[src/sv/multi_channel_i2c_angle_sensor_poller_top_macros.svh]
// ----------------------------------------------------------------------------
// Assertion macros for the multi-channel I2C angle sensor poller
// Clocked assertions that compile away when SYNTHESIS is defined.
// ----------------------------------------------------------------------------
`ifndef MULTI_CHANNEL_I2C_ANGLE_SENSOR_POLLER_TOP_MACROS_SVH
`define MULTI_CHANNEL_I2C_ANGLE_SENSOR_POLLER_TOP_MACROS_SVH
`ifndef SYNTHESIS
// Same-cycle implication, disabled while reset is asserted.
`define MCAP_ASSERT(name, clk, rst_n, ante, cons) \
  name: assert property (@(posedge clk) disable iff (!rst_n) (ante) |-> (cons)) \
    else $error("mcap assertion failed");
// Next-cycle implication, disabled while reset is asserted.
`define MCAP_ASSERT_NEXT(name, clk, rst_n, ante, cons) \
  name: assert property (@(posedge clk) disable iff (!rst_n) (ante) |=> (cons)) \
    else $error("mcap assertion failed");
`else
`define MCAP_ASSERT(name, clk, rst_n, ante, cons)
`define MCAP_ASSERT_NEXT(name, clk, rst_n, ante, cons)
`endif
`endif

[src/sv/mcap_pkg.sv]
// ----------------------------------------------------------------------------
// mcap_pkg
// Types, codes and constants shared by the angle sensor poller modules.
// ----------------------------------------------------------------------------
package mcap_pkg;

  // Number of bus lanes carried on the ports.
  localparam int NUM_LANES = 4;
  localparam int ANGLE_W   = 16;

  typedef logic [NUM_LANES-1:0] lane_mask_t;

  // Action codes of an input word.
  localparam logic [1:0] ACT_TICK   = 2'd0;
  localparam logic [1:0] ACT_STATUS = 2'd1;
  localparam logic [1:0] ACT_ANGLE  = 2'd2;

  // Configuration register indexes.
  localparam int          CFG_IDX_W           = 2;
  localparam int          CFG_DATA_W          = 7;
  localparam logic [1:0]  CFG_ACTIVE_CHANNELS = 2'd0;
  localparam logic [1:0]  CFG_DEVICE_ADDRESS  = 2'd1;
  localparam logic [2:0]  RST_ACTIVE_CHANNELS = 3'd4;
  localparam logic [6:0]  RST_DEVICE_ADDRESS  = 7'h36;

  // Sensor registers and status bits.
  localparam logic [7:0] REG_ANGLE    = 8'h0C;
  localparam logic [7:0] REG_STATUS   = 8'h0B;
  localparam logic [7:0] MAG_PRESENT  = 8'h20;
  localparam logic [7:0] MAG_STRONG   = 8'h10;
  localparam logic [7:0] MAG_WEAK     = 8'h08;

  // Magnet codes.
  localparam logic [1:0] MAG_NONE       = 2'd0;
  localparam logic [1:0] MAG_TOO_STRONG = 2'd1;
  localparam logic [1:0] MAG_TOO_WEAK   = 2'd2;
  localparam logic [1:0] MAG_NORMAL     = 2'd3;

  // Sequencer phases, one per bus half-period.
  typedef enum logic [5:0] {
    PH_IDLE       = 6'd0,
    PH_S1_SETUP   = 6'd1,
    PH_S1_SDA_LO  = 6'd2,
    PH_S1_SCL_LO  = 6'd3,
    PH_WA_DATA    = 6'd4,
    PH_WA_SCL_HI  = 6'd5,
    PH_WA_SCL_LO  = 6'd6,
    PH_WA_ACK_REL = 6'd7,
    PH_WA_ACK_HI  = 6'd8,
    PH_WA_ACK_SMP = 6'd9,
    PH_RG_DATA    = 6'd10,
    PH_RG_SCL_HI  = 6'd11,
    PH_RG_SCL_LO  = 6'd12,
    PH_RG_ACK_REL = 6'd13,
    PH_RG_ACK_HI  = 6'd14,
    PH_RG_ACK_SMP = 6'd15,
    PH_S2_SETUP   = 6'd16,
    PH_S2_SDA_LO  = 6'd17,
    PH_S2_SCL_LO  = 6'd18,
    PH_RA_DATA    = 6'd19,
    PH_RA_SCL_HI  = 6'd20,
    PH_RA_SCL_LO  = 6'd21,
    PH_RA_ACK_REL = 6'd22,
    PH_RA_ACK_HI  = 6'd23,
    PH_RA_ACK_SMP = 6'd24,
    PH_B1_SCL_HI  = 6'd25,
    PH_B1_SAMPLE  = 6'd26,
    PH_B1_ACK_DRV = 6'd27,
    PH_B1_ACK_HI  = 6'd28,
    PH_B1_ACK_LO  = 6'd29,
    PH_B2_SCL_HI  = 6'd30,
    PH_B2_SAMPLE  = 6'd31,
    PH_B2_NACK    = 6'd32,
    PH_B2_NACK_HI = 6'd33,
    PH_B2_NACK_LO = 6'd34,
    PH_P_LOW      = 6'd35,
    PH_P_SCL_HI   = 6'd36,
    PH_P_SDA_HI   = 6'd37
  } phase_e;

  // Completion event handed from the sequencer to the result store.
  typedef struct packed {
    logic       done;
    logic       read_kind;
    lane_mask_t act;
    lane_mask_t failed;
  } finish_t;

  // One result word.
  typedef struct packed {
    logic [3:0]         scl_level;
    logic [3:0]         sda_release;
    logic               busy_res;
    logic               done_res;
    logic [3:0]         online_mask;
    logic [7:0]         magnet_codes;
    logic [ANGLE_W-1:0] angle_ch0;
    logic [ANGLE_W-1:0] angle_ch1;
    logic [ANGLE_W-1:0] angle_ch2;
    logic [ANGLE_W-1:0] angle_ch3;
  } result_t;

  // Decode the sensor status byte into a magnet code.
  function automatic logic [1:0] magnet_decode(input logic [7:0] status);
    logic [1:0] code;
    if ((status & MAG_PRESENT) == 8'h00) begin
      code = MAG_NONE;
    end else if ((status & MAG_STRONG) != 8'h00) begin
      code = MAG_TOO_STRONG;
    end else if ((status & MAG_WEAK) != 8'h00) begin
      code = MAG_TOO_WEAK;
    end else begin
      code = MAG_NORMAL;
    end
    return code;
  endfunction

endpackage

[src/sv/mcap_channels.sv]
// ----------------------------------------------------------------------------
// mcap channel interfaces
// Valid/ready channels for tick words, result words and register writes.
// ----------------------------------------------------------------------------

// Tick word: action and sampled SDA levels.
interface mcap_in_if;
  logic       valid;
  logic       ready;
  logic [1:0] action;
  logic [3:0] sda_sampled;

  modport source (output valid, action, sda_sampled, input ready);
  modport sink (input valid, action, sda_sampled, output ready);
endinterface

// Result word: line drive, status and latched readings.
interface mcap_out_if;
  logic        valid;
  logic        ready;
  logic [3:0]  scl_level;
  logic [3:0]  sda_release;
  logic        busy_res;
  logic        done_res;
  logic [3:0]  online_mask;
  logic [7:0]  magnet_codes;
  logic [15:0] angle_ch0;
  logic [15:0] angle_ch1;
  logic [15:0] angle_ch2;
  logic [15:0] angle_ch3;

  modport source (output valid, scl_level, sda_release, busy_res, done_res, online_mask,
                  magnet_codes, angle_ch0, angle_ch1, angle_ch2, angle_ch3, input ready);
  modport sink (input valid, scl_level, sda_release, busy_res, done_res, online_mask,
                magnet_codes, angle_ch0, angle_ch1, angle_ch2, angle_ch3, output ready);
endinterface

// Register write: index and data.
interface mcap_cfg_if;
  logic       valid;
  logic       ready;
  logic [1:0] index;
  logic [6:0] data;

  modport source (output valid, index, data, input ready);
  modport sink (input valid, index, data, output ready);
endinterface

[src/sv/mcap_seq.sv]
// ----------------------------------------------------------------------------
// mcap_seq
// Bus sequencer: phase, bit counter, line levels, NACK flags and shifters.
// ----------------------------------------------------------------------------
`include "multi_channel_i2c_angle_sensor_poller_top_macros.svh"

module mcap_seq #(
  parameter int CHANNELS = 4
) (
  input  logic                         clk_i,
  input  logic                         rst_ni,
  input  logic                         step_i,
  input  logic [1:0]                   action_i,
  input  logic [3:0]                   sda_i,
  input  mcap_pkg::lane_mask_t         act_i,
  input  logic [6:0]                   dev_addr_i,
  output logic [3:0]                   scl_o,
  output logic [3:0]                   sda_o,
  output logic                         busy_o,
  output mcap_pkg::finish_t            fin_o,
  output logic [mcap_pkg::ANGLE_W-1:0] shift_o [CHANNELS]
);
  import mcap_pkg::*;

  phase_e             phase_q, phase_d, phase_cur;
  logic [2:0]         bit_cnt_q, bit_cnt_d, bit_cnt_cur;
  logic               kind_q, kind_cur;
  lane_mask_t         failed_q, failed_d, failed_cur;
  lane_mask_t         scl_q, scl_d, sda_q, sda_d;
  logic [ANGLE_W-1:0] shift_q [CHANNELS];
  logic [ANGLE_W-1:0] shift_d [CHANNELS];
  logic [ANGLE_W-1:0] shift_cur [CHANNELS];
  logic               start;
  logic               cnt_last;
  lane_mask_t         drv;
  logic [7:0]         tx_byte;
  logic               tx_bit;
  logic               done;

  // A start request only counts when idle with at least one bus in use.
  assign start = (phase_q == PH_IDLE) && (act_i != '0) &&
                 ((action_i == ACT_STATUS) || (action_i == ACT_ANGLE));

  // State as seen by this tick, after a possible start.
  always_comb begin
    phase_cur   = start ? PH_S1_SETUP : phase_q;
    bit_cnt_cur = start ? 3'd0 : bit_cnt_q;
    kind_cur    = start ? (action_i == ACT_ANGLE) : kind_q;
    failed_cur  = start ? '0 : failed_q;
    for (int i = 0; i < CHANNELS; i++) begin
      shift_cur[i] = start ? '0 : shift_q[i];
    end
  end

  assign drv      = act_i & ~failed_cur;
  assign cnt_last = (bit_cnt_cur == 3'd7);

  // Byte on the wire for the current address or register phase, MSB first.
  always_comb begin
    unique case (phase_cur)
      PH_WA_DATA: tx_byte = {dev_addr_i, 1'b0};
      PH_RG_DATA: tx_byte = kind_cur ? REG_ANGLE : REG_STATUS;
      default:    tx_byte = {dev_addr_i, 1'b1};
    endcase
  end
  assign tx_bit = tx_byte[~bit_cnt_cur];

  // Next phase and bit counter.
  always_comb begin
    phase_d   = phase_cur;
    bit_cnt_d = bit_cnt_cur;
    unique case (phase_cur)
      PH_S1_SETUP:   phase_d = PH_S1_SDA_LO;
      PH_S1_SDA_LO:  phase_d = PH_S1_SCL_LO;
      PH_S1_SCL_LO:  phase_d = PH_WA_DATA;
      PH_WA_DATA:    phase_d = PH_WA_SCL_HI;
      PH_WA_SCL_HI:  phase_d = PH_WA_SCL_LO;
      PH_WA_SCL_LO: begin
        bit_cnt_d = bit_cnt_cur + 3'd1;
        phase_d   = cnt_last ? PH_WA_ACK_REL : PH_WA_DATA;
      end
      PH_WA_ACK_REL: phase_d = PH_WA_ACK_HI;
      PH_WA_ACK_HI:  phase_d = PH_WA_ACK_SMP;
      PH_WA_ACK_SMP: phase_d = PH_RG_DATA;
      PH_RG_DATA:    phase_d = PH_RG_SCL_HI;
      PH_RG_SCL_HI:  phase_d = PH_RG_SCL_LO;
      PH_RG_SCL_LO: begin
        bit_cnt_d = bit_cnt_cur + 3'd1;
        phase_d   = cnt_last ? PH_RG_ACK_REL : PH_RG_DATA;
      end
      PH_RG_ACK_REL: phase_d = PH_RG_ACK_HI;
      PH_RG_ACK_HI:  phase_d = PH_RG_ACK_SMP;
      PH_RG_ACK_SMP: phase_d = PH_S2_SETUP;
      PH_S2_SETUP:   phase_d = PH_S2_SDA_LO;
      PH_S2_SDA_LO:  phase_d = PH_S2_SCL_LO;
      PH_S2_SCL_LO:  phase_d = PH_RA_DATA;
      PH_RA_DATA:    phase_d = PH_RA_SCL_HI;
      PH_RA_SCL_HI:  phase_d = PH_RA_SCL_LO;
      PH_RA_SCL_LO: begin
        bit_cnt_d = bit_cnt_cur + 3'd1;
        phase_d   = cnt_last ? PH_RA_ACK_REL : PH_RA_DATA;
      end
      PH_RA_ACK_REL: phase_d = PH_RA_ACK_HI;
      PH_RA_ACK_HI:  phase_d = PH_RA_ACK_SMP;
      PH_RA_ACK_SMP: phase_d = PH_B1_SCL_HI;
      PH_B1_SCL_HI:  phase_d = PH_B1_SAMPLE;
      PH_B1_SAMPLE: begin
        bit_cnt_d = bit_cnt_cur + 3'd1;
        phase_d   = cnt_last ? PH_B1_ACK_DRV : PH_B1_SCL_HI;
      end
      PH_B1_ACK_DRV: phase_d = PH_B1_ACK_HI;
      PH_B1_ACK_HI:  phase_d = PH_B1_ACK_LO;
      PH_B1_ACK_LO:  phase_d = kind_cur ? PH_B2_SCL_HI : PH_P_LOW;
      PH_B2_SCL_HI:  phase_d = PH_B2_SAMPLE;
      PH_B2_SAMPLE: begin
        bit_cnt_d = bit_cnt_cur + 3'd1;
        phase_d   = cnt_last ? PH_B2_NACK : PH_B2_SCL_HI;
      end
      PH_B2_NACK:    phase_d = PH_B2_NACK_HI;
      PH_B2_NACK_HI: phase_d = PH_B2_NACK_LO;
      PH_B2_NACK_LO: phase_d = PH_P_LOW;
      PH_P_LOW:      phase_d = PH_P_SCL_HI;
      PH_P_SCL_HI:   phase_d = PH_P_SDA_HI;
      PH_P_SDA_HI: begin
        phase_d   = PH_IDLE;
        bit_cnt_d = 3'd0;
      end
      default:       phase_d = PH_IDLE;
    endcase
  end

  // Line drive, NACK capture and data shifting for the current phase.
  always_comb begin
    scl_d    = scl_q;
    sda_d    = sda_q;
    failed_d = failed_cur;
    done     = 1'b0;
    for (int i = 0; i < CHANNELS; i++) begin
      shift_d[i] = shift_cur[i];
    end
    unique case (phase_cur) inside
      PH_S1_SETUP, PH_S2_SETUP: begin
        sda_d = sda_q | drv;
        scl_d = scl_q | drv;
      end
      PH_S1_SDA_LO, PH_S2_SDA_LO: sda_d = sda_q & ~drv;
      PH_S1_SCL_LO, PH_S2_SCL_LO, PH_WA_SCL_LO, PH_RG_SCL_LO, PH_RA_SCL_LO,
      PH_B1_ACK_LO, PH_B2_NACK_LO: scl_d = scl_q & ~drv;
      PH_WA_DATA, PH_RG_DATA, PH_RA_DATA: sda_d = tx_bit ? (sda_q | drv) : (sda_q & ~drv);
      PH_WA_SCL_HI, PH_RG_SCL_HI, PH_RA_SCL_HI, PH_WA_ACK_HI, PH_RG_ACK_HI,
      PH_RA_ACK_HI, PH_B1_SCL_HI, PH_B2_SCL_HI, PH_B1_ACK_HI,
      PH_B2_NACK_HI: scl_d = scl_q | drv;
      PH_WA_ACK_REL, PH_RG_ACK_REL, PH_RA_ACK_REL: sda_d = sda_q | drv;
      PH_WA_ACK_SMP, PH_RG_ACK_SMP, PH_RA_ACK_SMP: begin
        failed_d = failed_cur | (drv & sda_i);
        scl_d    = scl_q & ~drv;
      end
      PH_B1_SAMPLE, PH_B2_SAMPLE: begin
        for (int i = 0; i < CHANNELS; i++) begin
          if (act_i[i]) begin
            shift_d[i] = {shift_cur[i][ANGLE_W-2:0], sda_i[i]};
          end
        end
        scl_d = scl_q & ~drv;
      end
      // The first data byte of an angle read is acknowledged by pulling SDA low.
      PH_B1_ACK_DRV: sda_d = (sda_q | act_i) & ~(kind_cur ? drv : '0);
      PH_B2_NACK:    sda_d = sda_q | act_i;
      PH_P_LOW: begin
        scl_d = scl_q & ~act_i;
        sda_d = sda_q & ~act_i;
      end
      PH_P_SCL_HI:   scl_d = scl_q | act_i;
      PH_P_SDA_HI: begin
        sda_d = sda_q | act_i;
        done  = 1'b1;
      end
      default: ;
    endcase
  end

  // State registers advance once per accepted tick.
  always_ff @(posedge clk_i or negedge rst_ni) begin
    if (!rst_ni) begin
      phase_q   <= PH_IDLE;
      bit_cnt_q <= 3'd0;
      kind_q    <= 1'b0;
      failed_q  <= '0;
      scl_q     <= '1;
      sda_q     <= '1;
      for (int i = 0; i < CHANNELS; i++) begin
        shift_q[i] <= '0;
      end
    end else if (step_i) begin
      phase_q   <= phase_d;
      bit_cnt_q <= bit_cnt_d;
      kind_q    <= kind_cur;
      failed_q  <= failed_d;
      scl_q     <= scl_d;
      sda_q     <= sda_d;
      for (int i = 0; i < CHANNELS; i++) begin
        shift_q[i] <= shift_d[i];
      end
    end
  end

  // Idle buses always show both lines released.
  assign scl_o  = scl_d | ~act_i;
  assign sda_o  = sda_d | ~act_i;
  assign busy_o = (phase_d != PH_IDLE);

  assign fin_o.done      = done;
  assign fin_o.read_kind = kind_cur;
  assign fin_o.act       = act_i;
  assign fin_o.failed    = failed_cur;
  assign shift_o         = shift_cur;

  // The STOP step always returns the sequencer to idle.
  `MCAP_ASSERT_NEXT(a_stop_to_idle, clk_i, rst_ni, step_i && done, phase_q == PH_IDLE)
  // The bit counter is back at zero whenever no transfer runs.
  `MCAP_ASSERT(a_idle_count_zero, clk_i, rst_ni, phase_q == PH_IDLE, bit_cnt_q == 3'd0)
  // Without an accepted tick the bus state does not move.
  `MCAP_ASSERT_NEXT(a_hold_without_tick, clk_i, rst_ni, !step_i,
                    $stable(phase_q) && $stable(failed_q) && $stable(scl_q))

endmodule

[src/sv/mcap_store.sv]
// ----------------------------------------------------------------------------
// mcap_store
// Latched online flags, magnet codes and angles, updated at each STOP.
// ----------------------------------------------------------------------------
module mcap_store #(
  parameter int CHANNELS = 4
) (
  input  logic                         clk_i,
  input  logic                         rst_ni,
  input  logic                         step_i,
  input  mcap_pkg::finish_t            fin_i,
  input  logic [mcap_pkg::ANGLE_W-1:0] shift_i [CHANNELS],
  output mcap_pkg::lane_mask_t         online_o,
  output logic [7:0]                   magnet_o,
  output logic [mcap_pkg::ANGLE_W-1:0] angle_o [CHANNELS]
);
  import mcap_pkg::*;

  lane_mask_t         online_q, online_d;
  logic [7:0]         magnet_q, magnet_d;
  logic [ANGLE_W-1:0] angle_q [CHANNELS];
  logic [ANGLE_W-1:0] angle_d [CHANNELS];
  logic               commit;

  assign commit = step_i && fin_i.done;

  // Update the results of every bus that took part; a failed bus reads angle zero.
  always_comb begin
    online_d = online_q;
    magnet_d = magnet_q;
    for (int i = 0; i < CHANNELS; i++) begin
      angle_d[i] = angle_q[i];
    end
    if (commit) begin
      online_d = (online_q & ~fin_i.act) | (fin_i.act & ~fin_i.failed);
      for (int i = 0; i < CHANNELS; i++) begin
        if (fin_i.act[i]) begin
          if (fin_i.read_kind) begin
            angle_d[i] = fin_i.failed[i] ? '0 : shift_i[i];
          end else begin
            magnet_d[2*i +: 2] = magnet_decode(shift_i[i][7:0]);
          end
        end
      end
    end
  end

  always_ff @(posedge clk_i or negedge rst_ni) begin
    if (!rst_ni) begin
      online_q <= '0;
      magnet_q <= '0;
      for (int i = 0; i < CHANNELS; i++) begin
        angle_q[i] <= '0;
      end
    end else begin
      online_q <= online_d;
      magnet_q <= magnet_d;
      for (int i = 0; i < CHANNELS; i++) begin
        angle_q[i] <= angle_d[i];
      end
    end
  end

  // The result word carries the values as they stand after this tick.
  assign online_o = online_d;
  assign magnet_o = magnet_d;
  assign angle_o  = angle_d;

endmodule

[src/sv/mcap_out_stage.sv]
// ----------------------------------------------------------------------------
// mcap_out_stage
// Result register between the sequencer and the output channel.
// ----------------------------------------------------------------------------
`include "multi_channel_i2c_angle_sensor_poller_top_macros.svh"

module mcap_out_stage (
  input  logic              clk_i,
  input  logic              rst_ni,
  input  logic              load_valid_i,
  output logic              load_ready_o,
  input  mcap_pkg::result_t res_i,
  mcap_out_if.source        out_o
);
  import mcap_pkg::*;

  logic    valid_q, valid_d;
  result_t res_q;
  logic    load;

  // A new word may enter when the register is empty or is being emptied now.
  assign load_ready_o = !valid_q || out_o.ready;
  assign load         = load_valid_i && load_ready_o;

  always_comb begin
    valid_d = valid_q;
    if (load) begin
      valid_d = 1'b1;
    end else if (out_o.ready) begin
      valid_d = 1'b0;
    end
  end

  always_ff @(posedge clk_i or negedge rst_ni) begin
    if (!rst_ni) begin
      valid_q <= 1'b0;
    end else begin
      valid_q <= valid_d;
    end
  end

  always_ff @(posedge clk_i) begin
    if (load) begin
      res_q <= res_i;
    end
  end

  assign out_o.valid        = valid_q;
  assign out_o.scl_level    = res_q.scl_level;
  assign out_o.sda_release  = res_q.sda_release;
  assign out_o.busy_res     = res_q.busy_res;
  assign out_o.done_res     = res_q.done_res;
  assign out_o.online_mask  = res_q.online_mask;
  assign out_o.magnet_codes = res_q.magnet_codes;
  assign out_o.angle_ch0    = res_q.angle_ch0;
  assign out_o.angle_ch1    = res_q.angle_ch1;
  assign out_o.angle_ch2    = res_q.angle_ch2;
  assign out_o.angle_ch3    = res_q.angle_ch3;

  // A loaded word is offered on the next cycle.
  `MCAP_ASSERT_NEXT(a_load_shows_valid, clk_i, rst_ni, load, valid_q)

endmodule

[src/sv/multi_channel_i2c_angle_sensor_poller_top.sv]
// ----------------------------------------------------------------------------
// multi_channel_i2c_angle_sensor_poller_top
// Lockstep I2C register reader for up to four sensor buses.
// ----------------------------------------------------------------------------
// Each word on in_i is one bus half-period tick carrying an action (tick,
// status read, angle read) and the SDA level sampled on every bus. Each tick
// returns exactly one word on out_o with the SCL and SDA drive for every bus,
// busy and done flags, online flags, magnet codes and the four angles.
// A status read takes 109 ticks from the start word to the done word, both
// included, an angle read 128; starts while busy are ignored.
// An accepted tick's result word is registered and offered in the next cycle,
// and a tick can be accepted every cycle while the receiver keeps up: the
// sequencer step is a single pass of logic between the phase registers and the result register.
// If the receiver stalls, the result register holds its word and in_i.ready
// drops until it is taken; no tick is lost or repeated.
// Register writes on cfg_i (index 0 active bus count, index 1 device
// address) are always ready and apply from the next tick.
// Reset releases every line, returns to idle, clears all latched results and
// loads four active buses with device address 0x36.
// ----------------------------------------------------------------------------
module multi_channel_i2c_angle_sensor_poller_top #(
  parameter int CHANNELS = 4
) (
  input  logic      clk_i,
  input  logic      rst_ni,
  mcap_in_if.sink   in_i,
  mcap_out_if.source out_o,
  mcap_cfg_if.sink  cfg_i
);
  import mcap_pkg::*;

  localparam logic [2:0] CH_MAX = 3'(CHANNELS);

  logic [2:0]         active_q;
  logic [6:0]         dev_addr_q;
  logic [2:0]         active_n;
  lane_mask_t         act;
  logic               step;
  logic               load_ready;
  logic [3:0]         scl_lvl, sda_lvl;
  logic               busy;
  finish_t            fin;
  logic [ANGLE_W-1:0] shift [CHANNELS];
  lane_mask_t         online;
  logic [7:0]         magnet;
  logic [ANGLE_W-1:0] angle_nxt [CHANNELS];
  logic [ANGLE_W-1:0] angle_lane [NUM_LANES];
  result_t            res;

  // Register writes.
  assign cfg_i.ready = 1'b1;

  always_ff @(posedge clk_i or negedge rst_ni) begin
    if (!rst_ni) begin
      active_q   <= RST_ACTIVE_CHANNELS;
      dev_addr_q <= RST_DEVICE_ADDRESS;
    end else if (cfg_i.valid) begin
      unique case (cfg_i.index)
        CFG_ACTIVE_CHANNELS: active_q   <= cfg_i.data[2:0];
        CFG_DEVICE_ADDRESS:  dev_addr_q <= cfg_i.data;
        default: ;
      endcase
    end
  end

  // Buses in use, counts above the built lanes clamp to the lane count.
  assign active_n = (active_q > CH_MAX) ? CH_MAX : active_q;
  always_comb begin
    for (int i = 0; i < NUM_LANES; i++) begin
      act[i] = (3'(i) < active_n);
    end
  end

  assign in_i.ready = load_ready;
  assign step       = in_i.valid && load_ready;

  mcap_seq #(
    .CHANNELS (CHANNELS)
  ) u_seq (
    .clk_i      (clk_i),
    .rst_ni     (rst_ni),
    .step_i     (step),
    .action_i   (in_i.action),
    .sda_i      (in_i.sda_sampled),
    .act_i      (act),
    .dev_addr_i (dev_addr_q),
    .scl_o      (scl_lvl),
    .sda_o      (sda_lvl),
    .busy_o     (busy),
    .fin_o      (fin),
    .shift_o    (shift)
  );

  mcap_store #(
    .CHANNELS (CHANNELS)
  ) u_store (
    .clk_i    (clk_i),
    .rst_ni   (rst_ni),
    .step_i   (step),
    .fin_i    (fin),
    .shift_i  (shift),
    .online_o (online),
    .magnet_o (magnet),
    .angle_o  (angle_nxt)
  );

  // Lanes that are not built report angle zero.
  for (genvar g = 0; g < NUM_LANES; g++) begin : g_lane
    if (g < CHANNELS) begin : g_built
      assign angle_lane[g] = angle_nxt[g];
    end else begin : g_absent
      assign angle_lane[g] = '0;
    end
  end

  // Assemble the result word.
  always_comb begin
    res.scl_level    = scl_lvl;
    res.sda_release  = sda_lvl;
    res.busy_res     = busy;
    res.done_res     = fin.done;
    res.online_mask  = online;
    res.magnet_codes = magnet;
    res.angle_ch0    = angle_lane[0];
    res.angle_ch1    = angle_lane[1];
    res.angle_ch2    = angle_lane[2];
    res.angle_ch3    = angle_lane[3];
  end

  mcap_out_stage u_out (
    .clk_i        (clk_i),
    .rst_ni       (rst_ni),
    .load_valid_i (in_i.valid),
    .load_ready_o (load_ready),
    .res_i        (res),
    .out_o        (out_o)
  );

endmodule
[src/flat_wrapper.sv]
// flat-port wrapper written by rule: the top's interface ports become plain ports
module multi_channel_i2c_angle_sensor_poller_top_flat import mcap_pkg::*;
#(
  parameter int CHANNELS = 4
)
  (clk_i, rst_ni, in_i_valid, in_i_action, in_i_sda_sampled, in_i_ready, out_o_valid, out_o_scl_level, out_o_sda_release, out_o_busy_res, out_o_done_res, out_o_online_mask, out_o_magnet_codes, out_o_angle_ch0, out_o_angle_ch1, out_o_angle_ch2, out_o_angle_ch3, out_o_ready, cfg_i_valid, cfg_i_index, cfg_i_data, cfg_i_ready);
  mcap_in_if in_i_i ();
  mcap_out_if out_o_i ();
  mcap_cfg_if cfg_i_i ();
  input  logic clk_i;
  input  logic rst_ni;
  input wire logic [$bits(in_i_i.valid)-1:0] in_i_valid;
  input wire logic [$bits(in_i_i.action)-1:0] in_i_action;
  input wire logic [$bits(in_i_i.sda_sampled)-1:0] in_i_sda_sampled;
  output wire logic [$bits(in_i_i.ready)-1:0] in_i_ready;
  output wire logic [$bits(out_o_i.valid)-1:0] out_o_valid;
  output wire logic [$bits(out_o_i.scl_level)-1:0] out_o_scl_level;
  output wire logic [$bits(out_o_i.sda_release)-1:0] out_o_sda_release;
  output wire logic [$bits(out_o_i.busy_res)-1:0] out_o_busy_res;
  output wire logic [$bits(out_o_i.done_res)-1:0] out_o_done_res;
  output wire logic [$bits(out_o_i.online_mask)-1:0] out_o_online_mask;
  output wire logic [$bits(out_o_i.magnet_codes)-1:0] out_o_magnet_codes;
  output wire logic [$bits(out_o_i.angle_ch0)-1:0] out_o_angle_ch0;
  output wire logic [$bits(out_o_i.angle_ch1)-1:0] out_o_angle_ch1;
  output wire logic [$bits(out_o_i.angle_ch2)-1:0] out_o_angle_ch2;
  output wire logic [$bits(out_o_i.angle_ch3)-1:0] out_o_angle_ch3;
  input wire logic [$bits(out_o_i.ready)-1:0] out_o_ready;
  input wire logic [$bits(cfg_i_i.valid)-1:0] cfg_i_valid;
  input wire logic [$bits(cfg_i_i.index)-1:0] cfg_i_index;
  input wire logic [$bits(cfg_i_i.data)-1:0] cfg_i_data;
  output wire logic [$bits(cfg_i_i.ready)-1:0] cfg_i_ready;
  assign in_i_i.valid = in_i_valid;
  assign in_i_i.action = in_i_action;
  assign in_i_i.sda_sampled = in_i_sda_sampled;
  assign in_i_ready = in_i_i.ready;
  assign out_o_valid = out_o_i.valid;
  assign out_o_scl_level = out_o_i.scl_level;
  assign out_o_sda_release = out_o_i.sda_release;
  assign out_o_busy_res = out_o_i.busy_res;
  assign out_o_done_res = out_o_i.done_res;
  assign out_o_online_mask = out_o_i.online_mask;
  assign out_o_magnet_codes = out_o_i.magnet_codes;
  assign out_o_angle_ch0 = out_o_i.angle_ch0;
  assign out_o_angle_ch1 = out_o_i.angle_ch1;
  assign out_o_angle_ch2 = out_o_i.angle_ch2;
  assign out_o_angle_ch3 = out_o_i.angle_ch3;
  assign out_o_i.ready = out_o_ready;
  assign cfg_i_i.valid = cfg_i_valid;
  assign cfg_i_i.index = cfg_i_index;
  assign cfg_i_i.data = cfg_i_data;
  assign cfg_i_ready = cfg_i_i.ready;
  multi_channel_i2c_angle_sensor_poller_top #(.CHANNELS(CHANNELS)) u_core (.clk_i(clk_i), .rst_ni(rst_ni), .in_i(in_i_i), .out_o(out_o_i), .cfg_i(cfg_i_i));
endmodule
[config.mk]
export PLATFORM = sky130hd
export DESIGN_NAME = multi_channel_i2c_angle_sensor_poller_top_flat
export DESIGN_NICKNAME = d
export VERILOG_FILES = /design/src/sv/mcap_pkg.sv /design/src/sv/mcap_channels.sv /design/src/sv/mcap_seq.sv /design/src/sv/mcap_store.sv /design/src/sv/mcap_out_stage.sv /design/src/sv/multi_channel_i2c_angle_sensor_poller_top.sv /design/src/flat_wrapper.sv
export VERILOG_INCLUDE_DIRS = /design/src /design/src/sv
export SDC_FILE = /design/constraint.sdc
export NUM_CORES = 1
export LEC_CHECK = 0
export BUFFER_PORTS_ARGS = -buffer_cell sky130_fd_sc_hd__buf_4
export CAP_MARGIN = 40
export CORE_AREA = 2 2 145 147
export DETAILED_ROUTE_END_ITERATION = 10
export DIE_AREA = 0 0 147 149
export PLACE_DENSITY_LB_ADDON = 0.3
export RECOVER_POWER = 25
export SYNTH_ARGS = -nofsm -noshare
export SYNTH_HDL_FRONTEND = slang
export SYNTH_SLANG_ARGS = --single-unit
[constraint.sdc]
create_clock -name clk_i -period 5.4 [get_ports clk_i]
set_input_delay 1.08 -clock clk_i [delete_from_list [all_inputs] [get_ports clk_i]]
set_output_delay 1.08 -clock clk_i [all_outputs]
set_load 0.05 [all_outputs]
==> results of run 1 <==
[cell usage in the layout, fill, tap and decap left out, types with 4 or more instances in the layout]
cell,n
sky130_fd_sc_hd__clkbuf_1,10
sky130_fd_sc_hd__o21a_1,5
sky130_fd_sc_hd__nor2b_1,11
sky130_fd_sc_hd__nor4_1,4
sky130_fd_sc_hd__nor3b_1,4
sky130_fd_sc_hd__dfstp_2,13
sky130_fd_sc_hd__or3_1,5
sky130_fd_sc_hd__a211o_1,6
sky130_fd_sc_hd__buf_8,4
sky130_fd_sc_hd__o22ai_1,6
sky130_fd_sc_hd__nor2_1,37
sky130_fd_sc_hd__and2_1,8
sky130_fd_sc_hd__clkinv_2,4
sky130_fd_sc_hd__a22o_1,63
sky130_fd_sc_hd__a22oi_1,5
sky130_fd_sc_hd__o32ai_1,6
sky130_fd_sc_hd__a32o_1,10
sky130_fd_sc_hd__or2_2,4
sky130_fd_sc_hd__a211oi_1,6
sky130_fd_sc_hd__dfrtp_1,160
sky130_fd_sc_hd__clkbuf_8,4
sky130_fd_sc_hd__a21oi_1,26
sky130_fd_sc_hd__mux2_2,11
sky130_fd_sc_hd__nand2_1,177
sky130_fd_sc_hd__o31ai_1,13
sky130_fd_sc_hd__buf_4,118
sky130_fd_sc_hd__nand3_1,13
sky130_fd_sc_hd__nor3_1,11
sky130_fd_sc_hd__o21ai_1,4
sky130_fd_sc_hd__edfxtp_1,86
sky130_fd_sc_hd__inv_1,13
sky130_fd_sc_hd__o21ai_0,81
sky130_fd_sc_hd__and3_1,6
sky130_fd_sc_hd__a31oi_1,16
sky130_fd_sc_hd__clkbuf_16,27
sky130_fd_sc_hd__nand2b_1,14
[registers in the layout, indices dropped and copies added (netlist names), 6 cells and up]
register	count
u_core.u_seq.shift_q	64
u_core.u_store.angle_q	64
u_core.u_out.out_o.angle_ch0	16
u_core.u_out.out_o.angle_ch1	16
u_core.u_out.out_o.angle_ch2	16
u_core.u_out.out_o.angle_ch3	16
u_core.u_out.out_o.magnet_codes	8
u_core.u_store.magnet_q	8
u_core.dev_addr_q	7
u_core.u_seq.phase_q	6
[power groups by stage]
stage	logic [mW]	registers (mW)	clock network (mW)
3_5_place_dp	1.72	2.51	0
5_1_grt	1.89	2.51	1.87
2_1_floorplan	1.21	2.58	0
6_report	1.76	2.49	1.77
3_3_place_gp	1.67	2.53	0
4_1_cts	1.73	2.48	1.79
[routing by layer]
metal	vias to the layer above	share of wire [%]	GRT usage (%)
met5	-	0	0
met1	3911	44	32.2
met2	308	48	36.5
li1	3717	-	-
met3	63	5.6	2.94
met4	0	3.0	8.80
[logic make-up (layout without fill, tap and decap cells)]
| logic type | Yosys count | in the layout | synth area share (%) |
|---|---|---|---|
| adders and majority gates | 3 | 3 | 0.339 |
| DFF | 259 | 259 | 62.6 |
| and+or+nand+nor | 314 | 314 | 13.1 |
| muxes | 16 | 16 | 1.70 |
| other | 1 | 1 | 0.0339 |
| xor gates and xnor gates | 3 | 3 | 0.305 |
| buffers and inverters | 78 | 194 | 3.27 |
| AOI/OAI and AO/OA | 283 | 283 | 18.6 |
[cell type report]
class / count / area (sq um)
well taps: 275 / 344
clock buffers: 39 / 761
flip-flops and latches: 259 / 6930
inverters: 14 / 55.1
fillers: 1609 / 7580
multi-input cells: 620 / 3770
repair buffers: 130 / 1030
clock inverters: 11 / 91.3
[worst paths after layout]
kind	to	cells after the start	slack, ps
worst max-delay path	u_core.u_seq.kind_q	2	1570
worst min-delay path	u_core.u_store.angle_q[53]	2	480
worst max register to register	u_core.u_seq.phase_q[5]	12	1750
worst min register to register	u_core.u_store.angle_q[53]	2	480
max in group clk_i	u_core.u_seq.phase_q[5]	12	1750
min in group asynchronous	u_core.u_store.angle_q[12]	1	600
==> flow_summary.yaml, run 1 <==
status:
  outcome: "finished, violations left"
  failed_checks: "max-capacitance violations, max-slew violations"
routing:
  routed-via-count: 7999
  routedWlPerCell_um: 18.6
  drt_iter0_markers: 864
  drt_drc_violations_left: 0
  drtPass1Iterations: 6
  ratio_of_routed_vias_to_standard_cells: 5.93
  antenna_violating_nets_post_route: 0
  route.final.wire_length_mm: 25.0
worst_hold_path:
  min_from: "u_core.u_store.angle_q[53]"
  worst_hold_path_type: "flop to flop"
power_and_ir_drop:
  static-leakage-power_nw: 5.42
  switching_share_pct: 34.9
  combinationalPowerShare_pct: 29.2
  clkPwrFrac_pct: 29.4
  pwr-share-seq_pct: 41.4
  power_density_nw_per_um2: 463
  report.power.total_mw: 6.01
  cellInternalPower_mw: 3.91
  ir_drop_uv: 253
  switching_power_mw: 2.10
logic_synthesis:
  synth.avg_cell_area_sq_um: 11.6
  synthMostInstantiatedCell: "sky130_fd_sc_hd__nand2_1"
  async_set_or_reset_flop_fraction_in_the_synthesized_netlist_pct: 66.8
  syn_area_sq_um: 11100
  synthTopCellsByArea: "sky130_fd_sc_hd__dfrtp_1 (36%), sky130_fd_sc_hd__edfxtp_1 (23%), sky130_fd_sc_hd__nand2_1 (6.0%)"
  synth_largest_type_area_fraction_pct: 36.2
  net_count_after_synthesis: 980
  synthCells: 957
  yosys_warnings: 0
  synth_enable_flop_cells: 86
  synthTopCellsByCount: "sky130_fd_sc_hd__nand2_1 (177), sky130_fd_sc_hd__dfrtp_1 (160), sky130_fd_sc_hd__edfxtp_1 (86)"
  synthFlopType: "sky130_fd_sc_hd__dfrtp_1"
  synth_seq_cells: 259
  yosys.area.top_type: "sky130_fd_sc_hd__dfrtp_1"
  synth.lib_cells_used.distinct: 77
  ys_seq_area_share_pct: 62.6
worst_setup_path:
  worst_path_max_delay_cell: "sky130_fd_sc_hd__clkbuf_1"
  crit_fanout: 83
  critPathLaunch: "rst_ni"
  worstSetupStartpointType: "primary input"
  reg2reg_start: "u_core.u_seq.phase_q[1]"
  arrival_ps: 3820
  timing_worst_setup_path_type: "primary input to async pin"
  crit_path_cell_trace: "buf_6 -> clkbuf_1"
  setup.worst_path.end_class: "async pin"
  crit_path_max_incr_delay_ps: 2110
  cp_num_buf_inv: 2
  worst_path_dominant_cell_family: "buffers and inverters"
  crit_path_required_time_ps: 5390
die:
  die_x_um: 147
  core-area_sq_um: 20600
  io-pin-count: 109
  start_util_pct: 53.8
  num_rows: 53
  die_height_um: 149
  dieArea_sq_um: 21900
clocking:
  cts-buffers-inserted: 27
  max-clock-path-buffers: 3
  root_buffer: "sky130_fd_sc_hd__clkbuf_16"
  h-tree-depth: 1
  cts.hold.buffers_added: 0
  cts.repair.resized: 0
  clock_insertion_delay_worst_skew_ps: 530
  postCtsSetupBuffers: 0
  worst_path_clk_slew_ps: 60
  cts_tree: "done"
  cts_num_sinks: 259
global_routing:
  antenna_found_initial: 0
  overall_fraction_of_global_route_tracks_in_use_pct: 22.8
  global_route_wire_length_before_repair_mm: 40.3
  global_route_total_overflow: 0
  grt_start_max_net_pins: 84
  grt_pass1_vias: 7830
cells_and_area:
  layoutNonFillerInstCount: 1348
  antenna_cells_inserted: 0
  final_net_count: 1075
  finish.instance_area_sq_um: 13000
  layout-drive-gt1-share_pct: 20.0
  final_util_pct: 63.1
  layout-area-overhead-vs-synth_pct: 17.3
sta:
  maxSlewViolCount: 94
  hold-worst-slack_ps: 478
  worstMarginPinSlew_ps: 2910
  max-slew-margin-rel_pct: -93.8
  layout_setup_ws_ps: 1570
  finClkSkew_ps: 21.2
  finalHoldViolCount: 0
  setup-tns-final_ps: 0
  clock.fmax_mhz: 261
  timing.final.crit_period_ps: 3830
  timing.final.crit_share_pct: 70.9
  timing.final.setup_violations: 0
  grt_setup_unrepaired: "no"
placement:
  dp.cells: 1298
  post_dp_cell_area_sq_um: 12100
  globalplace.congestion: 0.932
  port_buffers: 107
  dp_slack_ps: 1440
  detailedPlacementHpwl_mm: 16.5
flow_run:
  max_cap_violations: 2
No activity file was read; power rests on OpenSTA's default activity.
==> inputs of run 2 (changes only) <==
--- a/config.mk
+++ b/config.mk
@@ -8,9 +8,9 @@
 export LEC_CHECK = 0
 export BUFFER_PORTS_ARGS = -buffer_cell sky130_fd_sc_hd__buf_4
 export CAP_MARGIN = 40
-export CORE_AREA = 2 2 145 147
+export CORE_AREA = 2 2 148 150
 export DETAILED_ROUTE_END_ITERATION = 10
-export DIE_AREA = 0 0 147 149
+export DIE_AREA = 0 0 150 152
 export PLACE_DENSITY_LB_ADDON = 0.3
 export RECOVER_POWER = 25
 export SYNTH_ARGS = -nofsm -noshare
==> constraint.sdc (replaced) <==
create_clock -name clk_i -period 3.12 [get_ports clk_i]
set_input_delay 0.624 -clock clk_i [delete_from_list [all_inputs] [get_ports clk_i]]
set_output_delay 0.624 -clock clk_i [all_outputs]
set_load 0.05 [all_outputs]
==> run 2 against run 1 <==
  * The flow still finishes with violations (max-capacitance violations, max-slew violations)
  * Sequential share of layout area down 1.5 points
  * Routed wire length is 4.7% higher
  * Critical path depth up 8
  * Critical endpoint is now u_core.u_seq.phase_q[4]
  * Largest power group unchanged
  * Highest routed layer unchanged
==> flow_summary.yaml, run 2 (synthesis gave the netlist of run 1 again) <==
sta:
  grt_setup_unrepaired: "no"
  timing.final.crit_period_ps: 2800
  clock.fmax_mhz: 357
  maxSlewViolCount: 49
  layout_setup_ws_ps: 316
  finalHoldViolCount: 0
  timing.final.setup_violations: 0
  timing.final.crit_share_pct: 89.9
  max-slew-margin-rel_pct: -63.2
  finClkSkew_ps: 12.8
  worstMarginPinSlew_ps: 2450
worst_setup_path:
  reg2regPathDepth: 10
  arrival_ps: 3260
  reg2reg_start: "u_core.u_seq.phase_q[1]"
  timing_worst_setup_path_type: "flop to flop"
  setup.worst_path.end_class: "flop"
  crit_path_required_time_ps: 3570
  crit_fanout: 5
  worstSetupStartpointType: "flop"
  r2r-end: "u_core.u_seq.phase_q[4]"
  regToRegSetupSlack_ps: 320
die:
  core-area_sq_um: 21400
  num_rows: 54
  start_util_pct: 51.8
  io-pin-count: 109
  die_height_um: 152
  die_x_um: 150
  dieArea_sq_um: 22800
clocking:
  postCtsSetupBuffers: 0
  cts_num_sinks: 259
  max-clock-path-buffers: 3
  cts.hold.buffers_added: 0
  cts.repair.resized: 0
  root_buffer: "sky130_fd_sc_hd__clkbuf_16"
  h-tree-depth: 1
  cts-buffers-inserted: 27
  clock_insertion_delay_worst_skew_ps: 540
  cts_tree: "done"
  worst_path_clk_slew_ps: 60
placement:
  dp_slack_ps: -10.5
  detailedPlacementHpwl_mm: 17.1
  globalplace.congestion: 0.928
  port_buffers: 107
  post_dp_cell_area_sq_um: 12500
power_and_ir_drop:
  power_density_nw_per_um2: 807
  static-leakage-power_nw: 5.64
  ir_drop_uv: 413
cells_and_area:
  layout-drive-gt1-share_pct: 23.0
  antenna_cells_inserted: 0
  finish.instance_area_sq_um: 13300
  layout-area-overhead-vs-synth_pct: 20.6
  leading_registers_by_flop_count: "u_core.u_seq.shift_q: 64 flops, u_core.u_store.angle_q: 64 flops"
  mostFrequentLayoutCell: "sky130_fd_sc_hd__nand2_1"
  final.fill_count: 1731
  final_net_count: 1110
  commonest_cells_after_routing_fill_and_taps_aside: "sky130_fd_sc_hd__nand2_1 (177), sky130_fd_sc_hd__dfrtp_1 (160), sky130_fd_sc_hd__buf_4 (155)"
worst_hold_path:
  whs_path_depth: 2
  worst_hold_path_type: "primary input to flop"
  min_delay_worst_endpoint: "u_core.dev_addr_q[6]"
  min_from: "cfg_i_data[6]"
global_routing:
  overall_fraction_of_global_route_tracks_in_use_pct: 23.2
  global_route_total_overflow: 0
  grt_start_max_net_pins: 65
  antenna_found_initial: 0
  grt_pass1_vias: 7980
  global_route_wire_length_before_repair_mm: 42.7
status:
  failed_checks: "max-capacitance violations, max-slew violations"
  outcome: "finished, violations left"
flow_run:
  max_cap_violations: 1
routing:
  drt_drc_violations_left: 0
  antenna_violating_nets_post_route: 0
  route.final.wire_length_mm: 26.2
  drtPass1Iterations: 5
  ratio_of_routed_vias_to_standard_cells: 5.87
  routedWlPerCell_um: 18.9
  drt_iter0_markers: 655
  routed-via-count: 8152
-- run 2: changes by cell type in the layout (fill, tap and decap cells not counted), moves of 3 or more --
cell / change
sky130_fd_sc_hd__buf_4: +37
sky130_fd_sc_hd__buf_12: +9
sky130_fd_sc_hd__clkbuf_1: -5
sky130_fd_sc_hd__buf_8: -4
sky130_fd_sc_hd__clkbuf_4: -3
-- run 2: how the worst max path moves through the flow --
stage                            start                                 end  cells after the start
6_report       u_core.u_seq.phase_q[1]             u_core.u_seq.phase_q[4]                     10
4_1_cts        u_core.u_seq.phase_q[0]  u_core.u_out.out_o.magnet_codes[1]                      7
3_3_place_gp            in_i_action[0]   u_core.u_out.out_o.sda_release[1]                      9
2_1_floorplan           in_i_action[0]             u_core.u_seq.phase_q[0]                     12
5_1_grt        u_core.u_seq.phase_q[1]             u_core.u_seq.phase_q[1]                     11
3_5_place_dp            in_i_action[0]  u_core.u_out.out_o.magnet_codes[1]                      8
-- run 2: where the power goes --
part | total [mW] | internal, mW | leakage, nW | switching [mW]
Clock | 3.12 | 1.79 | 0.431 | 1.32
Sequential | 4.18 | 3.91 | 3.18 | 0.266
Combinational | 3.47 | 1.26 | 2.03 | 2.21
-- run 2: cell type report --
| class | count | area, sq um | share of cell area, % |
|---|---|---|---|
| sequential | 259 | 6930 | 51.9 |
| multi-input combinational | 620 | 3780 | 28.4 |
| timing repair buffer | 165 | 1350 | 10.1 |
| clock buffer | 35 | 747 | 5.60 |
| tap | 280 | 350 | 2.63 |
| clock inverter | 15 | 125 | 0.938 |
| inverter | 14 | 55.1 | 0.413 |
-- run 2: per-stage QoR --
stage	cells	total power [mW]	util, %	hold WS [ps]	TNS (ps)
3_3_place_gp	1333	7.58	58.2	458	0
6_report	1388	10.8	62.5	320	0
5_1_grt	1388	11.3	62.5	310	0
2_1_floorplan	957	6.55	-	328	0
3_5_place_dp	1338	7.63	58.4	462	-10.5
4_1_cts	1388	10.8	62.5	51.2	0
-- run 2: critical path: stages (launching register included) --
cell and delay, ps:
sky130_fd_sc_hd__dfrtp_1 440, sky130_fd_sc_hd__nor4_2 570, sky130_fd_sc_hd__nand3_2 170, sky130_fd_sc_hd__and2_1 200, sky130_fd_sc_hd__ha_1 190, sky130_fd_sc_hd__ha_1 270
sky130_fd_sc_hd__buf_4 170, sky130_fd_sc_hd__a21boi_0 210, sky130_fd_sc_hd__o21ai_1 130, sky130_fd_sc_hd__o21ai_0 160, sky130_fd_sc_hd__a2bb2oi_1 220
-- run 2: per-layer routing --
layer  up-vias  share of wire, %  GRT usage (%)
met5         -                 0              0
met4         0               2.2           7.23
met3        50               6.2           3.18
met2       316                48           36.2
met1      3988                44           34.0
li1       3798                 -              -
==> inputs of run 3 (changes only) <==
--- a/config.mk
+++ b/config.mk
@@ -11,6 +11,7 @@
 export CORE_AREA = 2 2 148 150
 export DETAILED_ROUTE_END_ITERATION = 10
 export DIE_AREA = 0 0 150 152
+export MAX_ROUTING_LAYER = met4
 export PLACE_DENSITY_LB_ADDON = 0.3
 export RECOVER_POWER = 25
 export SYNTH_ARGS = -nofsm -noshare
==> run 3 against run 2 <==
  * The run now ends clean
  * Global-route usage up 0.43 points
  * Combinational power about the same
  * Worst setup slack better by 31 ps
  * Fmax is 1.1% higher
  * Critical path type unchanged
  * Critical endpoint is now u_core.u_out.out_o.scl_level[1]
==> flow_summary.yaml, run 3 (synthesis gave the netlist of run 1 again) <==
worst_setup_path:
  worst_path_dominant_cell_family: "compound AO/OA/AOI/OAI gates"
  setup.worst_path.end_class: "flop"
  cp_num_buf_inv: 2
  arrival_ps: 3070
  crit_path_required_time_ps: 3410
  crit_path_cell_trace: "buf_4 -> buf_4 -> nand2b_1 -> mux4_2 -> nand2_1 -> a31oi_2 -> o21a_1 -> o21ai_0"
  worst_path_max_delay_cell: "sky130_fd_sc_hd__dfrtp_1"
  critical-path-top-cell-by-count: "sky130_fd_sc_hd__buf_4"
  crit_path_max_incr_delay_ps: 510
  timing_worst_setup_path_type: "flop to flop"
  worstSetupStartpointType: "flop"
  crit_fanout: 8
power_and_ir_drop:
  static-leakage-power_nw: 5.67
  pwr-share-seq_pct: 38.5
  clkPwrFrac_pct: 29.7
  power_density_nw_per_um2: 815
  combinationalPowerShare_pct: 31.8
  switching_share_pct: 34.4
  switching_power_mw: 3.75
  cellInternalPower_mw: 7.16
  ir_drop_uv: 506
sta:
  finalHoldViolCount: 0
  timing.final.crit_period_ps: 2770
  finClkSkew_ps: 8.21
  grt_setup_unrepaired: "no"
  timing.final.setup_violations: 0
  clock.fmax_mhz: 361
  max-slew-margin-rel_pct: 4.29
  timing.final.crit_share_pct: 88.9
  worstMarginPinSlew_ps: 1440
  maxSlewViolCount: 0
  setup-tns-final_ps: 0
clocking:
  cts.repair.resized: 0
  cts-buffers-inserted: 27
  clock_insertion_delay_worst_skew_ps: 540
  cts.hold.buffers_added: 0
  max-clock-path-buffers: 3
  root_buffer: "sky130_fd_sc_hd__clkbuf_16"
  cts_num_sinks: 259
  worst_path_clk_slew_ps: 60
  cts_tree: "done"
  h-tree-depth: 1
  postCtsSetupBuffers: 0
placement:
  detailedPlacementHpwl_mm: 17.4
  globalplace.congestion: 0.937
  port_buffers: 107
routing:
  drtPass1Iterations: 7
  drt_drc_violations_left: 0
  routedWlPerCell_um: 18.4
  antenna_violating_nets_post_route: 0
  drt_iter0_markers: 589
  route.final.wire_length_mm: 25.7
  ratio_of_routed_vias_to_standard_cells: 5.84
  routed-via-count: 8153
cells_and_area:
  layout-area-overhead-vs-synth_pct: 21.0
  antenna_cells_inserted: 0
  final_util_pct: 62.7
  leading_registers_by_flop_count: "u_core.u_seq.shift_q: 64 flops, u_core.u_store.angle_q: 64 flops"
  mostFrequentLayoutCell: "sky130_fd_sc_hd__nand2_1"
  commonest_cells_after_routing_fill_and_taps_aside: "sky130_fd_sc_hd__nand2_1 (177), sky130_fd_sc_hd__buf_4 (163), sky130_fd_sc_hd__dfrtp_1 (160)"
  layout-drive-gt1-share_pct: 23.4
  final_net_count: 1117
global_routing:
  grt_pass1_vias: 7954
  antenna_found_initial: 0
  global_route_total_overflow: 0
  global_route_wire_length_before_repair_mm: 42.2
  grt_start_max_net_pins: 57
  overall_fraction_of_global_route_tracks_in_use_pct: 23.6
status:
  outcome: "complete, no violations"
die:
  die_x_um: 150
  num_rows: 54
  start_util_pct: 51.8
  core-area_sq_um: 21400
  io-pin-count: 109
  dieArea_sq_um: 22800
  die_height_um: 152
flow_run:
  max_cap_violations: 0
worst_hold_path:
  worst_hold_path_type: "primary input to flop"
[run 3: cell count changes in the layout (fill, tap and decap cells not counted), sizes merged]
cell         delta
buf             +5
bufinv          +3
clkbuf          +4
clkinv          -3
clkinvlp        +1
dlygate4sd2     -1
inv             -2
[run 3: power groups by stage]
stage	sequential [mW]	clock [mW]	combinational [mW]
after floorplan	4.45	0	2.10
after global placement	4.25	0	3.40
after detailed placement	4.25	0	3.41
after CTS	4.19	3.31	3.44
after global routing	4.23	3.47	3.73
final	4.20	3.24	3.47
[run 3: cell type report]
class / count / area, sq um
Multi-Input combinational cell: 620 / 3780
Clock buffer: 36 / 719
Timing Repair Buffer: 172 / 1360
Fill cell: 1704 / 7970
Sequential cell: 259 / 6930
Tap cell: 280 / 350
Inverter: 14 / 55.1
Clock inverter: 14 / 191
[run 3: per-layer routing]
layer | up-vias | GRT usage (%) | routed length (um)
met5 | - | - | 0
met4 | 0 | 7.10 | 633
met3 | 47 | 2.76 | 1370
met2 | 279 | 35.9 | 12200
met1 | 4007 | 33.9 | 11500
li1 | 3820 | - | -
[run 3: worst paths after layout]
check | start | endpoint | slack, ps | depth (start not counted)
max | u_core.u_seq.phase_q[4] | u_core.u_out.out_o.scl_level[1] | 350 | 8
min | cfg_i_data[6] | u_core.dev_addr_q[6] | 320 | 2
max reg2reg | u_core.u_seq.phase_q[4] | u_core.u_out.out_o.scl_level[1] | 350 | 8
min reg2reg | u_core.u_store.magnet_q[5] | u_core.u_store.magnet_q[5] | 480 | 2
max in group asynchronous | rst_ni | u_core.u_store.angle_q[58] | 650 | 2
min in group asynchronous | rst_ni | u_core.u_store.angle_q[42] | 420 | 1
[run 3: stage by stage]
step	instances	setup WS [ps]	power [mW]	area, sq um	hold WS, ps
final	1395	347	10.9	13400	319
after global routing	1395	116	11.4	13400	304
after CTS	1395	412	10.9	13400	56.4
after detailed placement	1345	25.4	7.67	12500	467
after global placement	1341	65.7	7.65	12500	458
after floorplan	957	21.6	6.55	11100	328
